## src/rtl/tct_pkg.sv

```systemverilog
// ----------------------------------------------------------------------------
// tct_pkg : shared types and constants of the touch contact table
// Operation codes, field widths and the request word broadcast to every cell.
// ----------------------------------------------------------------------------
package tct_pkg;

    // Field widths of one request and one result
    localparam int ID_BITS    = 8;
    localparam int COORD_BITS = 16;
    localparam int OP_BITS    = 3;
    localparam int ACTIVE_W   = 5;

    // Operation codes; codes five to seven behave as a query
    typedef enum logic [OP_BITS-1:0] {
        OP_PRESS   = 3'd0,
        OP_RELEASE = 3'd1,
        OP_MOVE    = 3'd2,
        OP_QUERY   = 3'd3,
        OP_CLEAR   = 3'd4
    } t_op;

    // Request broadcast along the row of cells
    typedef struct packed {
        logic                         fire;
        t_op                          op;
        logic [ID_BITS-1:0]           id;
        logic signed [COORD_BITS-1:0] x;
        logic signed [COORD_BITS-1:0] y;
    } t_cmd;

endpackage

```

## src/rtl/tct_cell.sv

```systemverilog
// ----------------------------------------------------------------------------
// tct_cell : one entry of the contact table
// Holds id and position, matches the broadcast id, takes over its upper
// neighbour's entry when a release closes a gap below or at this cell.
// ----------------------------------------------------------------------------
module tct_cell (
    input  logic                                 i_clk,
    input  tct_pkg::t_cmd                        i_cmd,
    input  logic                                 i_valid,   // entry below fill count
    input  logic                                 i_tail,    // first free entry
    input  logic                                 i_hit,     // match in a lower cell
    input  logic [tct_pkg::ID_BITS-1:0]          i_nb_id,
    input  logic signed [tct_pkg::COORD_BITS-1:0] i_nb_x,
    input  logic signed [tct_pkg::COORD_BITS-1:0] i_nb_y,
    output logic                                 o_hit,     // match here or below
    output logic                                 o_match,
    output logic [tct_pkg::ID_BITS-1:0]          o_id,
    output logic signed [tct_pkg::COORD_BITS-1:0] o_x,
    output logic signed [tct_pkg::COORD_BITS-1:0] o_y,
    output logic signed [tct_pkg::COORD_BITS-1:0] o_rd_x,    // x when matched, else 0
    output logic signed [tct_pkg::COORD_BITS-1:0] o_rd_y
);
    import tct_pkg::*;

    logic [ID_BITS-1:0]           r_id;
    logic signed [COORD_BITS-1:0] r_x;
    logic signed [COORD_BITS-1:0] r_y;
    logic [ID_BITS-1:0]           n_id;
    logic signed [COORD_BITS-1:0] n_x;
    logic signed [COORD_BITS-1:0] n_y;

    // Id compare and running hit chain
    assign o_match = i_valid && (r_id == i_cmd.id);
    assign o_hit   = i_hit || o_match;

    // Entry update
    always_comb begin
        n_id = r_id;
        n_x  = r_x;
        n_y  = r_y;
        if (i_cmd.fire) begin
            case (i_cmd.op)
                OP_PRESS: begin
                    if (o_match) begin
                        n_x = i_cmd.x;
                        n_y = i_cmd.y;
                    end else if (i_tail && !i_hit) begin
                        // new contact appended at the tail
                        n_id = i_cmd.id;
                        n_x  = i_cmd.x;
                        n_y  = i_cmd.y;
                    end
                end
                OP_RELEASE: begin
                    if (o_hit) begin
                        n_id = i_nb_id;
                        n_x  = i_nb_x;
                        n_y  = i_nb_y;
                    end
                end
                OP_MOVE: begin
                    if (o_match) begin
                        n_x = i_cmd.x;
                        n_y = i_cmd.y;
                    end
                end
                default: begin
                end
            endcase
        end
    end

    always_ff @(posedge i_clk) begin
        r_id <= n_id;
        r_x  <= n_x;
        r_y  <= n_y;
    end

    assign o_id   = r_id;
    assign o_x    = r_x;
    assign o_y    = r_y;
    assign o_rd_x = o_match ? r_x : '0;
    assign o_rd_y = o_match ? r_y : '0;

endmodule

```

## src/rtl/touch_contact_table_top.sv

```systemverilog
// ----------------------------------------------------------------------------
// touch_contact_table_top : ordered table of active touch contacts
// Row of entry cells with a fill count and a registered result stage.
// ----------------------------------------------------------------------------
// Each request is taken and its result is held in an output register, so one
// request per cycle is sustained while the result side is ready, and a result
// appears in the cycle after its request is accepted. That rate is set by the
// combinational id compare across all cells and the hit chain that runs
// from the lowest cell to the highest. A release makes every cell at or
// above the match take its upper neighbour's entry in the same cycle, so
// order is kept. Request tuser carries the op code; result tuser carries
// found, duplicate press and full drop. Stored entries need no clearing
// after reset: the fill count alone tells which cells are live.
module touch_contact_table_top #(
    parameter int MAX_CONTACTS = 16
) (
    input  logic                i_clk,
    input  logic                i_rst_n,
    input  logic                s_axis_tvalid,
    output logic                s_axis_tready,
    input  logic [39:0]         s_axis_tdata,   // touch_id[7:0], x_in[23:8], y_in[39:24]
    input  logic [tct_pkg::OP_BITS-1:0] s_axis_tuser, // op[2:0]
    output logic                m_axis_tvalid,
    input  logic                m_axis_tready,
    output logic [39:0]         m_axis_tdata,   // x_out[15:0], y_out[31:16],
                                                // active_count[36:32], zero[39:37]
    output logic [2:0]          m_axis_tuser    // found[0], duplicate_press[1],
                                                // full_drop[2]
);
    import tct_pkg::*;

    localparam int CW = $clog2(MAX_CONTACTS + 1);

    t_cmd                         w_cmd;
    logic [MAX_CONTACTS:0]        w_hit;
    logic [MAX_CONTACTS-1:0]      w_match;
    logic [ID_BITS-1:0]           w_id   [MAX_CONTACTS];
    logic signed [COORD_BITS-1:0] w_x    [MAX_CONTACTS];
    logic signed [COORD_BITS-1:0] w_y    [MAX_CONTACTS];
    logic signed [COORD_BITS-1:0] w_rd_x [MAX_CONTACTS];
    logic signed [COORD_BITS-1:0] w_rd_y [MAX_CONTACTS];
    logic signed [COORD_BITS-1:0] w_sel_x;
    logic signed [COORD_BITS-1:0] w_sel_y;
    logic                         w_found;
    logic                         w_full;

    logic [CW-1:0]                r_count;
    logic [CW-1:0]                n_count;
    logic                         r_out_valid;
    logic                         r_found;
    logic                         r_dup;
    logic                         r_drop;
    logic signed [COORD_BITS-1:0] r_x;
    logic signed [COORD_BITS-1:0] r_y;
    logic [ACTIVE_W-1:0]          r_active;
    logic                         n_dup;
    logic                         n_drop;
    logic signed [COORD_BITS-1:0] n_x;
    logic signed [COORD_BITS-1:0] n_y;

    // Request handshake: take a request whenever the result slot frees
    assign s_axis_tready = !r_out_valid || m_axis_tready;

    assign w_cmd.fire = s_axis_tvalid && s_axis_tready;
    assign w_cmd.op   = t_op'(s_axis_tuser);
    assign w_cmd.id   = s_axis_tdata[ID_BITS-1:0];
    assign w_cmd.x    = s_axis_tdata[ID_BITS +: COORD_BITS];
    assign w_cmd.y    = s_axis_tdata[ID_BITS+COORD_BITS +: COORD_BITS];

    // Row of cells
    assign w_hit[0] = 1'b0;
    for (genvar gi = 0; gi < MAX_CONTACTS; gi++) begin : g_cell
        logic [ID_BITS-1:0]           w_nb_id;
        logic signed [COORD_BITS-1:0] w_nb_x;
        logic signed [COORD_BITS-1:0] w_nb_y;

        if (gi == MAX_CONTACTS - 1) begin : g_last
            assign w_nb_id = w_id[gi];
            assign w_nb_x  = w_x[gi];
            assign w_nb_y  = w_y[gi];
        end else begin : g_mid
            assign w_nb_id = w_id[gi+1];
            assign w_nb_x  = w_x[gi+1];
            assign w_nb_y  = w_y[gi+1];
        end

        tct_cell u_cell (
            .i_clk   (i_clk),
            .i_cmd   (w_cmd),
            .i_valid (CW'(gi) < r_count),
            .i_tail  (CW'(gi) == r_count),
            .i_hit   (w_hit[gi]),
            .i_nb_id (w_nb_id),
            .i_nb_x  (w_nb_x),
            .i_nb_y  (w_nb_y),
            .o_hit   (w_hit[gi+1]),
            .o_match (w_match[gi]),
            .o_id    (w_id[gi]),
            .o_x     (w_x[gi]),
            .o_y     (w_y[gi]),
            .o_rd_x  (w_rd_x[gi]),
            .o_rd_y  (w_rd_y[gi])
        );
    end

    assign w_found = w_hit[MAX_CONTACTS];
    assign w_full  = (r_count == CW'(MAX_CONTACTS));

    // Stored position of the matching cell (at most one matches)
    always_comb begin
        w_sel_x = '0;
        w_sel_y = '0;
        for (int i = 0; i < MAX_CONTACTS; i++) begin
            w_sel_x = w_sel_x | w_rd_x[i];
            w_sel_y = w_sel_y | w_rd_y[i];
        end
    end

    // Fill count and result fields
    always_comb begin
        n_count = r_count;
        n_dup   = 1'b0;
        n_drop  = 1'b0;
        n_x     = '0;
        n_y     = '0;
        case (w_cmd.op)
            OP_PRESS: begin
                if (w_found) begin
                    n_dup = 1'b1;
                    n_x   = w_cmd.x;
                    n_y   = w_cmd.y;
                end else if (w_full) begin
                    n_drop = 1'b1;
                end else begin
                    n_count = r_count + CW'(1);
                    n_x     = w_cmd.x;
                    n_y     = w_cmd.y;
                end
            end
            OP_RELEASE: begin
                if (w_found) begin
                    n_count = r_count - CW'(1);
                end
            end
            OP_MOVE: begin
                if (w_found) begin
                    n_x = w_cmd.x;
                    n_y = w_cmd.y;
                end
            end
            OP_CLEAR: begin
                n_count = '0;
            end
            default: begin
                // query and unused codes only report
                n_x = w_sel_x;
                n_y = w_sel_y;
            end
        endcase
    end

    // Control registers
    always_ff @(posedge i_clk) begin
        if (!i_rst_n) begin
            r_count     <= '0;
            r_out_valid <= 1'b0;
        end else begin
            if (w_cmd.fire) begin
                r_count     <= n_count;
                r_out_valid <= 1'b1;
            end else if (m_axis_tready) begin
                r_out_valid <= 1'b0;
            end
        end
    end

    // Result payload
    always_ff @(posedge i_clk) begin
        if (w_cmd.fire) begin
            r_found  <= w_found;
            r_dup    <= n_dup;
            r_drop   <= n_drop;
            r_x      <= n_x;
            r_y      <= n_y;
            r_active <= ACTIVE_W'(n_count);
        end
    end

    assign m_axis_tvalid = r_out_valid;
    assign m_axis_tdata  = {3'b000, r_active, r_y, r_x};
    assign m_axis_tuser  = {r_drop, r_dup, r_found};

`ifndef ASSERT_OFF
    // Fill count never passes the table size
    a_count_range: assert property (@(posedge i_clk) disable iff (!i_rst_n)
        r_count <= CW'(MAX_CONTACTS))
        else $error("fill count above table size");

    // Live ids are unique, so at most one cell matches
    a_unique_id: assert property (@(posedge i_clk) disable iff (!i_rst_n)
        $onehot0(w_match))
        else $error("id stored in more than one cell");

    // A result is never both a duplicate press and a full drop
    a_flags: assert property (@(posedge i_clk) disable iff (!i_rst_n)
        r_out_valid |-> !(r_dup && r_drop))
        else $error("duplicate and full drop flagged together");

    // A clear empties the table
    a_clear: assert property (@(posedge i_clk) disable iff (!i_rst_n)
        (w_cmd.fire && (w_cmd.op == OP_CLEAR)) |=> (r_count == '0))
        else $error("table not empty after clear");
`endif

endmodule
```

## config.mk

```make
export PLATFORM = sky130hd
export DESIGN_NAME = touch_contact_table_top
export DESIGN_NICKNAME = d
export VERILOG_FILES = /design/src/rtl/tct_pkg.sv /design/src/rtl/tct_cell.sv /design/src/rtl/touch_contact_table_top.sv
export SDC_FILE = /design/constraint.sdc
export NUM_CORES = 1
export LEC_CHECK = 0
export BUFFER_PORTS_ARGS = -buffer_cell sky130_fd_sc_hd__buf_2
export CORE_MARGIN = 5
export CORE_UTILIZATION = 40
export CTS_CLUSTER_DIAMETER = 80
export DETAILED_ROUTE_END_ITERATION = 6
export GPL_ROUTABILITY_DRIVEN = 0
export HOLD_SLACK_MARGIN = 0.15
export SKIP_LAST_GASP = 1
export SYNTH_ARGS = -nofsm -noshare
export SYNTH_HDL_FRONTEND = slang
export SYNTH_HIERARCHICAL = 1
export SYNTH_SLANG_ARGS = --single-unit
```

## constraint.sdc

```tcl
create_clock -name i_clk -period 11.3 [get_ports i_clk]
set_input_delay 1.695 -clock i_clk [delete_from_list [all_inputs] [get_ports i_clk]]
set_output_delay 1.695 -clock i_clk [all_outputs]
set_load 0.05 [all_outputs]
```

# Word level (Yosys, flattened, before mapping)
# Cells that the tools add are included.
[totals]
regBits = 686
latch_bits = 0
ramBits = 0
mem_bits_ro = 0
input_bits = 47
out_inout_bits = 45
elab_cells = 588
n_memories = 0
[classes]
add_sub_neg = 2
mul = 0
div_mod_pow = 0
n_lt_le_gt_ge = 16
n_eq_ne = 112
shifts = 0
muxes = 266
bitwise_logic = 32
reduce_logical = 104
[ops]
columns = ["cell", "n"]
rows = [
  ["$mux W16", 164],
  ["$pmux W16 S3", 32],
  ["$or A16 B16 Y16", 30],
  ["$mux W8", 45],
  ["$pmux W8 S2", 15],
  ["$reduce_and A5 Y1", 30],
  ["$eq A8 B8 Y1", 16],
  ["$ne A2 B1 Y1 const B", 46],
  ["$pmux W16 S2", 2],
  ["$ne A3 B1 Y1 const B", 16],
  ["$eq A4 B5 Y1 const A", 8],
  ["$lt A4 B5 Y1 const A", 8],
  ["$logic_and A1 B1 Y1", 32],
  ["$ne A2 B2 Y1 const B", 15],
  ["$eq A3 B5 Y1 const A", 4],
  ["$lt A3 B5 Y1 const A", 4],
  ["$logic_not A1 Y1", 16],
  ["$logic_or A1 B1 Y1", 16],
  ["$mux W5", 3],
  ["$pmux W5 S3", 1],
  ["$eq A2 B5 Y1 const A", 2],
  ["$lt A1 B5 Y1 const A", 2],
  ["$lt A2 B5 Y1 const A", 2],
  ["$reduce_and A4 Y1", 2],
  ["other kinds (14)", 21],
]

# Logic depth before layout (Yosys ltp)
# Gate-level depths: netlist of the first run.
[depth]
depth_word = 21
depth_mapped = 41
depth_no_buf = 39

# Cells and area by module
# The synthesis of the first run kept the hierarchy.
[by_module_without_submodules]
columns = ["mod", "n_inst", "cells_per_inst", "area_per_inst_um2", "seq_area_each_um2"]
rows = [
  ["tct_cell", 16, 143, 2109.5, 1201.2],
  ["touch_contact_table_top", 1, 387, 3497.1, 1321.3],
]

# Worst setup path before layout of the first run
# No wires, ideal clock.
[synth_path]
path_type = "input port to flip-flop"
startpoint = "input s_axis_tdata[0]"
endpoint = "register g_cell[15].u_cell.r_x[0], enable pin"
setup_ps = 393
arrival_ps = 6300
t_required_ps = 10907
path_slack_ps = 4608
path_stages = 34
n_path_buf = 0
cell_sequence = "xnor2_1 > nand4_2 > o31ai_2 > inv_1 > o31ai_2 > inv_1 > o31ai_2 > inv_1 > o31ai_2 > inv_1 > o31ai_2 > inv_1 > o31ai_2 > inv_1 > o31ai_2 > inv_1 > o31ai_2 > inv_1 > o31ai_2 > inv_1 > o31ai_2 > inv_1 > o31ai_2 > inv_1 > o31ai_2 > inv_1 > o31ai_2 > inv_1 > o31ai_2 > inv_1 > o31ai_2 > inv_1 > nor3b_1 > o311a_1"
[synth_between]
elab_chain_cells = 20
elab_cells_between_ends = 51
classes_between = "eq/ne: 18; reduce/logical: 33"
[synth_rtl]
columns = ["element", "line_no", "rtl"]
rows = [
  ["start: declaration", "touch_contact_table_top.sv:21", "input logic [39:0] s_axis_tdata,"],
  ["$eq A8 B8 Y1", "tct_cell.sv:33", "assign o_match = i_valid && (r_id == i_cmd.id);"],
  ["$logic_and A1 B1 Y1", "tct_cell.sv:33", ""],
  ["net w_hit[1]", "touch_contact_table_top.sv:35", "logic [MAX_CONTACTS:0] w_hit;"],
  ["$logic_or A1 B1 Y1", "tct_cell.sv:34", "assign o_hit = i_hit || o_match;"],
  ["net w_hit[2]", "touch_contact_table_top.sv:35", ""],
  ["$logic_or A1 B1 Y1", "tct_cell.sv:34", ""],
  ["net w_hit[3]", "touch_contact_table_top.sv:35", ""],
  ["$logic_or A1 B1 Y1", "tct_cell.sv:34", ""],
  ["net w_hit[4]", "touch_contact_table_top.sv:35", ""],
  ["[1 not listed]", "n/a", ""],
  ["net w_hit[5]", "touch_contact_table_top.sv:35", ""],
  ["[1 not listed]", "n/a", ""],
  ["net w_hit[6]", "touch_contact_table_top.sv:35", ""],
  ["[1 not listed]", "n/a", ""],
  ["net w_hit[7]", "touch_contact_table_top.sv:35", ""],
  ["[1 not listed]", "n/a", ""],
  ["net w_hit[8]", "touch_contact_table_top.sv:35", ""],
  ["[1 not listed]", "n/a", ""],
  ["net w_hit[9]", "touch_contact_table_top.sv:35", ""],
  ["[1 not listed]", "n/a", ""],
  ["net w_hit[10]", "touch_contact_table_top.sv:35", ""],
  ["[1 not listed]", "n/a", ""],
  ["net w_hit[11]", "touch_contact_table_top.sv:35", ""],
  ["[1 not listed]", "n/a", ""],
  ["net w_hit[12]", "touch_contact_table_top.sv:35", ""],
  ["[1 not listed]", "n/a", ""],
  ["net w_hit[13]", "touch_contact_table_top.sv:35", ""],
  ["$logic_or A1 B1 Y1", "tct_cell.sv:34", ""],
  ["net w_hit[14]", "touch_contact_table_top.sv:35", ""],
  ["$logic_or A1 B1 Y1", "tct_cell.sv:34", ""],
  ["net w_hit[15]", "touch_contact_table_top.sv:35", ""],
  ["$logic_not A1 Y1", "tct_cell.sv:47", "end else if (i_tail && !i_hit) begin"],
  ["$logic_and A1 B1 Y1", "tct_cell.sv:47", ""],
  ["$ne A3 B1 Y1 (no source line)", "n/a", ""],
  ["$reduce_and A4 Y1 (no source line)", "n/a", ""],
  ["end signal: assignment", "tct_cell.sv:75", "r_x <= n_x;"],
  ["end: declaration", "tct_cell.sv:26", "logic signed [COORD_BITS-1:0] r_x;"],
]
# The timed path passes the listed nets, and every way through them passes these cells.
# A chain may end at the register's enable or synchronous reset.

# Final worst setup path of the first run
[layout_path]
startpoint = "input s_axis_tdata[4]"
endpoint = "register r_y[5] (data pin)"
[layout_between]
elab_chain_cells = 19
elab_cells_between_ends = 81
classes_between = "eq/ne: 16; mux: 19; bitwise: 15; reduce/logical: 31"
[layout_rtl]
columns = ["element", "line_no", "rtl"]
rows = [
  ["$eq A8 B8 Y1 *", "tct_cell.sv:33", ""],
  ["$logic_and A1 B1 Y1 *", "tct_cell.sv:33", ""],
  ["net w_hit[1]", "touch_contact_table_top.sv:35", ""],
  ["$logic_or A1 B1 Y1 *", "tct_cell.sv:34", ""],
  ["net w_hit[2]", "touch_contact_table_top.sv:35", ""],
  ["$logic_or A1 B1 Y1 *", "tct_cell.sv:34", ""],
  ["net w_hit[3]", "touch_contact_table_top.sv:35", ""],
  ["$logic_or A1 B1 Y1 *", "tct_cell.sv:34", ""],
  ["net w_hit[4]", "touch_contact_table_top.sv:35", ""],
  ["[1 not listed]", "n/a", ""],
  ["net w_hit[5]", "touch_contact_table_top.sv:35", ""],
  ["[1 not listed]", "n/a", ""],
  ["net w_hit[6]", "touch_contact_table_top.sv:35", ""],
  ["[1 not listed]", "n/a", ""],
  ["net w_hit[7]", "touch_contact_table_top.sv:35", ""],
  ["[1 not listed]", "n/a", ""],
  ["net w_hit[8]", "touch_contact_table_top.sv:35", ""],
  ["[1 not listed]", "n/a", ""],
  ["net w_hit[9]", "touch_contact_table_top.sv:35", ""],
  ["[1 not listed]", "n/a", ""],
  ["net w_hit[10]", "touch_contact_table_top.sv:35", ""],
  ["[1 not listed]", "n/a", ""],
  ["net w_hit[11]", "touch_contact_table_top.sv:35", ""],
  ["[1 not listed]", "n/a", ""],
  ["net w_hit[12]", "touch_contact_table_top.sv:35", ""],
  ["[1 not listed]", "n/a", ""],
  ["net w_hit[13]", "touch_contact_table_top.sv:35", ""],
  ["[1 not listed]", "n/a", ""],
  ["net w_hit[14]", "touch_contact_table_top.sv:35", ""],
  ["$logic_or A1 B1 Y1 *", "tct_cell.sv:34", ""],
  ["net w_hit[15]", "touch_contact_table_top.sv:35", ""],
  ["$logic_or A1 B1 Y1 *", "tct_cell.sv:34", ""],
  ["net w_found", "touch_contact_table_top.sv:44", "logic w_found;"],
  ["$mux W16, on equally long branches", "touch_contact_table_top.sv:146, touch_contact_table_top.sv:128", ""],
  ["$pmux W16 S3 *", "touch_contact_table_top.sv:126", "case (w_cmd.op)"],
  ["net n_y[5]", "touch_contact_table_top.sv:59", "logic signed [COORD_BITS-1:0] n_y;"],
  ["end signal: assignment", "touch_contact_table_top.sv:184", "r_y <= n_y;"],
  ["end: declaration", "touch_contact_table_top.sv:54", "logic signed [COORD_BITS-1:0] r_y;"],
]
# Mark *: on every way through the listed nets, which the timed path passes. The rest lies on a longest branch.

==> results of run 1 <==
sequential cells by signal, indices dropped and copies added (netlist names), 5 cells and up:
name and cells:
r_x 16, g_cell.u_cell/o_y 256, r_active 5, g_cell.u_cell/o_id 128
r_y 16, g_cell.u_cell/o_x 256, r_count 5
power groups by stage:
stage | registers (mW) | clock network (mW) | logic, mW
5_1_grt | 2.87 | 2.67 | 0.505
3_5_place_dp | 2.93 | 0 | 0.474
6_report | 2.87 | 2.50 | 0.477
2_1_floorplan | 2.95 | 0 | 0.282
3_3_place_gp | 2.92 | 0 | 0.461
4_1_cts | 2.87 | 2.57 | 0.476
metrics by stage:
stage	utilization	cell area, sq um	setup slack, ns	hold slack (ns)
2_1_floorplan	-	37260	4.608	0.5409
4_1_cts	0.4452	41370	3.574	0.5400
5_1_grt	0.4452	41370	3.024	0.5722
3_3_place_gp	0.4181	38850	3.025	0.5183
3_5_place_dp	0.4181	38850	2.919	0.5318
6_report	0.4453	41370	3.419	0.5298
cell type report:
type / instances / area (sq um) / share of cell area
well taps: 1254 / 1569 / 0.03793
inverters: 41 / 155.1 / 0.003750
flip-flops and latches: 686 / 20540 / 0.4965
repair buffers: 145 / 873.3 / 0.02111
diodes: 1 / 2.502 / 0.00006049
multi-input cells: 1816 / 15710 / 0.3797
clock inverters: 49 / 397.9 / 0.009618
clock buffers: 98 / 2122 / 0.05130
worst max-delay path: cells and delay by family:
| family | cells | cell delay [ns] |
|---|---|---|
| buffers and inverters | 19 | 2.76 |
| xor gates and xnor gates | 1 | 0.18 |
| AOI/OAI and AO/OA | 18 | 2.53 |
| and+or+nand+nor | 2 | 1.14 |
cell usage after synthesis, drive strengths merged, types with 2 or more instances:
cell type,count,area (sq um)
nand3b,17,127.6
a22o,32,280.3
nand3,21,105.1
o311a,16,160.2
nor3,21,285.3
ha,5,62.56
nor4b,16,140.1
nor2,13,48.80
a21boi,2,15.01
a21oi,9,45.04
nor4,129,813.3
o31ai,19,222.7
a21o,2,15.01
nand2,48,180.2
xnor2,130,1139
edfxtp,680,20420
mux2,640,7207
buf,128,980.9
dfxtp,6,120.1
and2,521,3259
inv,40,150.1
a2111oi,16,140.1
a32oi,2,17.52
mux2i,16,160.2
nand2b,3,18.77
and3,4,25.02
o21ai,13,65.06
clkbuf,8,30.03
nand4,51,419.2
nor3b,51,467.9
path summary, 6_finish.rpt:
check	start	to	slack, ns	depth (start not counted)
hold / removal	m_axis_tvalid	m_axis_tvalid	0.53	2
setup / recovery	s_axis_tdata[4]	r_y[5]	3.42	40
hold reg to reg	m_axis_tvalid	m_axis_tvalid	0.53	2
setup reg to reg	r_count[2]	r_y[5]	4.12	40
per-layer routing:
layer	vias up	GRT usage
met3	190	0.03753
met4	4	0.06698
met5	-	0
met1	12090	0.2894
li1	10360	-
met2	783	0.3478
cell families after synthesis:
family	after synthesis	share of synthesized area
AO/OA/AOI/OAI	121	0.02808
multiplexers	656	0.1978
other	1	0.0001007
XOR/XNOR	130	0.03057
flip-flops	686	0.5514
AND/OR/NAND/NOR	899	0.1591
adder cells (fa/ha/maj)	5	0.001679
buffers and inverters	177	0.03127
==> flow_summary_export.csv, run 1 <==
group,metric,value,unit
sta,grt_setup_unrepaired,"false",
logic_synthesis,yosys_most_used_dff,"edfxtp_1",
routing,drt-total-wl,108000,um
logic_synthesis,synth-seq-area-share,0.5514,
routing,vias,23430,
worst_setup_path,crit_type,"in2reg",
worst_setup_path,worstPathRequired,11.80,ns
sta,relSlewSlack,0.03015,
routing,top_layer,"met5",
global_routing,antenna_found_initial,5,
final_layout,layout_common_cells,"edfxtp_1 (680), mux2_2 (592), and2_1 (520)",
routing,drt_iter0_drc,1878,
routing,wl_per_cell,26.42,um
clocking,path_clk_slew,0.06,ns
power,p_per_area,141.5,mW/mm^2
hold_path,hold_path_class,"reg2reg",
clocking,clockRootBuffer,"clkbuf_16",
sta,max_freq,0.1269,GHz
place,portBuffers,88,
power,p_seq_frac,0.491,
global_routing,grt_pass1_vias,23920,
sta,tightest_slew,1.450,ns
logic_synthesis,avgSynthCellArea,13.93,sq um
global_routing,grt.total_usage,0.2125,
power,total_power,5.852,mW
global_routing,grt_pass1_wl,158100,um
logic_synthesis,ys_seq_elements,686,
final_layout,drive_above_1_share,0.3287,
sta,fin_crit_sh,0.6974,
status,status,"finished clean",
routing,ant_nets,0,
clocking,clock_latency,0.64,ns
sta,maxSlewViolCount,0,
power,p_leak,14.03,nW
worst_setup_path,cp_data_arrival_time,8.38,ns
power,p_sw,1.372,mW
worst_setup_path,end_kind,"flop",
global_routing,grt_max_degree,63,
logic_synthesis,yosysWarnings,6,
floorplan,die_w,315.2,um
clocking,cts_setup_buffers,0,
sta,tns,0,ns
clocking,cts_sinks,686,
power,peakVddDrop,0.09964,mV
power,comb_power_share,0.081,
clocking,cts_hold_buf,0,
routing,dr_wl_met2,50500,um
power,netSwitchingFraction,0.2345,
logic_synthesis,synthArstFlopShare,0,
clocking,cts_max_path_buffers,3,
logic_synthesis,synth-edff-count,680,
clocking,cts_buffers,80,
global_routing,grt-ovfl-total,0,
routing,wl_met1,47150,um
sta,setup_viol,0,
worst_setup_path,cp_slowest_cell,"and2_2",
floorplan,die_h,315.2,um
final_layout,instances_no_fill,4090,
floorplan,start_util,0.4009,
floorplan,core.rowCount,112,
logic_synthesis,yosysUniqueCellTypes,55,
worst_setup_path,start_kind,"input port",
final_layout,area_delta_synth_final,11.06,%
routing,drt_pass1_iterations,5,
final_layout,fill_cells,8291,
floorplan,core-area,0.09291,sq mm
power,clkPwrFrac,0.428,
worst_setup_path,path_max_fanout,32,
floorplan,io_pins,92,
sta,hold_viol,0,
sta,fin_crit,7.881,ns
place,hpwlAfterDp,60750,um
logic_synthesis,syn_area,0.03725,sq mm
place,place_inst,3942,
routing,wl_met3,7204,um
routing,avgViaCountPerCell,5.728,
sta,fin_worst_skew,0.02783,ns
final_layout,num-nets-final,2822,
power,p_int,4.480,mW
clocking,cts_tree,"built",
routing,drcViolationCount,0,
run,maxCapViolations,0,
worst_setup_path,critPathMaxStageDelay,0.95,ns
final_layout,final_common_cell,"edfxtp_1",
clocking,cts_max_level,3,
clocking,cts.repair.resized,0,
logic_synthesis,syn_inst,2675,
floorplan,die_area,0.09933,sq mm
(Power assumes the default switching activity.)
==> run 2, diff against run 1 <==
--- a/config.mk
+++ b/config.mk
@@ -5,6 +5,7 @@
 export SDC_FILE = /design/constraint.sdc
 export NUM_CORES = 1
 export LEC_CHECK = 0
+export ABC_AREA = 1
 export BUFFER_PORTS_ARGS = -buffer_cell sky130_fd_sc_hd__buf_2
 export CORE_MARGIN = 5
 export CORE_UTILIZATION = 40
==> constraint.sdc (replaced) <==
create_clock -name i_clk -period 6.4 [get_ports i_clk]
set_input_delay 0.96 -clock i_clk [delete_from_list [all_inputs] [get_ports i_clk]]
set_output_delay 0.96 -clock i_clk [all_outputs]
set_load 0.05 [all_outputs]
==> run 2 against run 1 <==
  * Clock-buffer cell count decreased by 5
  * Sequential power grew 82%
  * Cell count rose by 68%
  * Combinational power increased by 130%
  * Clock skew increased by 0.0027 ns
  * Clock power up 73%
  * First-iteration DRC count grew 91%
  * Area after synthesis rose by 11%
  * Critical endpoint is now r_y[15]
  * Largest cell class unchanged
==> flow_summary_export.csv, run 2 <==
group,metric,value,unit
status,status,"finished clean",
final_layout,drive_above_1_share,0.1279,
routing,drt_pass1_iterations,6,
final_layout,fin_util,0.4397,
floorplan,start_util,0.4038,
worst_setup_path,start_kind,"flop",
worst_setup_path,rrSetupSlack,0.88,ns
logic_synthesis,synth-seq-area-share,0.4986,
logic_synthesis,synth_common_cells,"nand2_1 (2266), inv_1 (883), edfxtp_1 (680)",
sta,fin_worst_skew,0.03058,ns
logic_synthesis,yosysWarnings,6,
routing,wl_per_cell,17.55,um
clocking,cts_max_path_buffers,3,
worst_setup_path,cp_common_cell,"nand2_1",
logic_synthesis,synth.most_common_cell,"nand2_1",
logic_synthesis,synthArstFlopShare,0,
logic_synthesis,synth_area_leader_cell,"edfxtp_1",
clocking,cts_sinks,686,
floorplan,core-area,0.1020,sq mm
power,p_leak,21.76,nW
floorplan,core.rowCount,117,
routing,dr_wl_met2,52360,um
sta,tns,0,ns
logic_synthesis,syn_inst,5390,
sta,setup_viol,0,
clocking,cts_setup_buffers,0,
worst_setup_path,path_max_fanout,32,
worst_setup_path,timing.rr.start,"r_count[1]",
sta,fin_crit,5.524,ns
final_layout,layout_common_cells,"nand2_1 (2266), inv_1 (883), edfxtp_1 (680)",
logic_synthesis,avgSynthCellArea,7.643,sq um
logic_synthesis,ys_top_cells_by_area,"edfxtp_1 (50%), nand2_1 (21%), inv_1 (8.0%)",
sta,hold_viol,0,
worst_setup_path,r2r-end,"r_y[15]",
power,p_per_area,237.1,mW/mm^2
sta,maxSlewViolCount,0,
worst_setup_path,worstPathRequired,6.89,ns
routing,drcViolationCount,0,
sta,tightest_slew,1.202,ns
sta,relSlewSlack,0.1970,
global_routing,grt_pass1_vias,30850,
clocking,cts_tree,"built",
global_routing,grt_max_degree,48,
clocking,cts_hold_buf,0,
place,placed_cell_area,0.04245,sq mm
logic_synthesis,syn_area,0.04120,sq mm
clocking,cts_max_level,3,
hold_path,hold_path_class,"reg2reg",
worst_setup_path,crit_type,"reg2reg",
sta,fin_crit_sh,0.8632,
floorplan,io_pins,92,
floorplan,die_area,0.1095,sq mm
worst_setup_path,reg2reg_depth,44,
global_routing,grt-ovfl-total,0,
global_routing,grt_pass1_wl,185000,um
place,portBuffers,88,
run,maxCapViolations,0,
clocking,clockRootBuffer,"clkbuf_16",
clocking,clock_latency,0.65,ns
sta,hold_ws,0.5119,ns
power,peakVddDrop,0.1773,mV
worst_setup_path,crit_end,"r_y[15]",
worst_setup_path,crit_start,"r_count[1]",
worst_setup_path,cp_slowest_cell,"dfxtp_1",
worst_setup_path,critPathMaxStageDelay,0.57,ns
clocking,path_clk_slew,0.06,ns
routing,ant_nets,0,
routing,wl_met1,55960,um
final_layout,final_common_cell,"nand2_1",
routing,drt_iter0_drc,3591,
final_layout,fin_area,0.04487,sq mm
global_routing,antenna_found_initial,9,
worst_setup_path,cp_data_arrival_time,6.01,ns
floorplan,die_w,330.9,um
final_layout,num-nets-final,5479,
power,total_power,10.64,mW
clocking,cts.repair.resized,0,
routing,wl_met3,9353,um
logic_synthesis,yosys_most_used_dff,"edfxtp_1",
logic_synthesis,ys_seq_elements,686,
routing,avgViaCountPerCell,4.793,
routing,drt-total-wl,120300,um
sta,max_freq,0.1810,GHz
logic_synthesis,synthDominantCellAreaShare,0.4956,
logic_synthesis,yosysUniqueCellTypes,32,
final_layout,area_delta_synth_final,8.908,%
logic_synthesis,synth-edff-count,680,
worst_setup_path,end_kind,"flop",
clocking,cts_buffers,78,
place,hpwlAfterDp,82750,um
routing,top_layer,"met5",
routing,vias,32860,
sta,grt_setup_unrepaired,"false",
floorplan,die_h,330.9,um
global_routing,grt.total_usage,0.2171,
## run 2: worst min path at each step
stage,cells past startpoint,startpoint,slack (ns),to
after floorplan,2,g_cell[1].u_cell/o_x[0],0.52,g_cell[0].u_cell/o_x[0]
after global placement,2,m_axis_tvalid,0.49,m_axis_tvalid
after detailed placement,2,m_axis_tvalid,0.50,m_axis_tvalid
after CTS,2,m_axis_tvalid,0.51,m_axis_tvalid
after global routing,2,g_cell[8].u_cell/o_x[3],0.56,g_cell[7].u_cell/o_x[3]
final,2,m_axis_tvalid,0.51,m_axis_tvalid
## run 2: cells by family after synthesis
group                      synth area share
other                            0.00009102
buffers and inverters                0.1240
DFF                                  0.4986
and+or+nand+nor                      0.3484
AOI/OAI and AO/OA                   0.02062
xor gates and xnor gates           0.006803
adders and majority gates          0.001519
## run 2: critical path, delay by kind of cell (launching register included)
kind	cells	cell delay, ns
and+or+nand+nor	22	2.28
buffers and inverters	18	1.62
AOI/OAI and AO/OA	3	0.60
DFF	1	0.57
adders and majority gates	1	0.25
## run 2: power by group
| part | total (mW) | internal [mW] | switching [mW] | leakage, nW |
|---|---|---|---|---|
| logic | 1.08 | 0.268 | 0.816 | 14.3 |
| clock network | 4.33 | 2.43 | 1.89 | 1.17 |
| registers | 5.23 | 5.14 | 0.0847 | 6.31 |
| total | 10.6 | 7.85 | 2.79 | 21.8 |
## run 2: through the flow
stage / instances / setup slack (ns)
6_report: 6857 / 0.8757
5_1_grt: 6856 / 0.3125
4_1_cts: 6856 / 1.027
3_5_place_dp: 6715 / 0.9099
3_3_place_gp: 6715 / 0.9615
2_1_floorplan: 5393 / 1.250
## run 2: final cells by class
cell class | instances | area, sq um
inverter | 925 | 3473
antenna | 1 | 2.502
timing repair buffer | 150 | 918.4
fill | 10100 | 57170
multi-input combinational | 3586 | 15800
clock buffer | 93 | 2029
sequential | 686 | 20540
tap | 1368 | 1712
clock inverter | 48 | 390.4
## run 2: routing by layer
layer  up-vias  global-route usage
met5         -                   0
li1      16550                   -
met4        10             0.05327
met3       170             0.03070
met2      1142              0.3369
met1     14990              0.3221
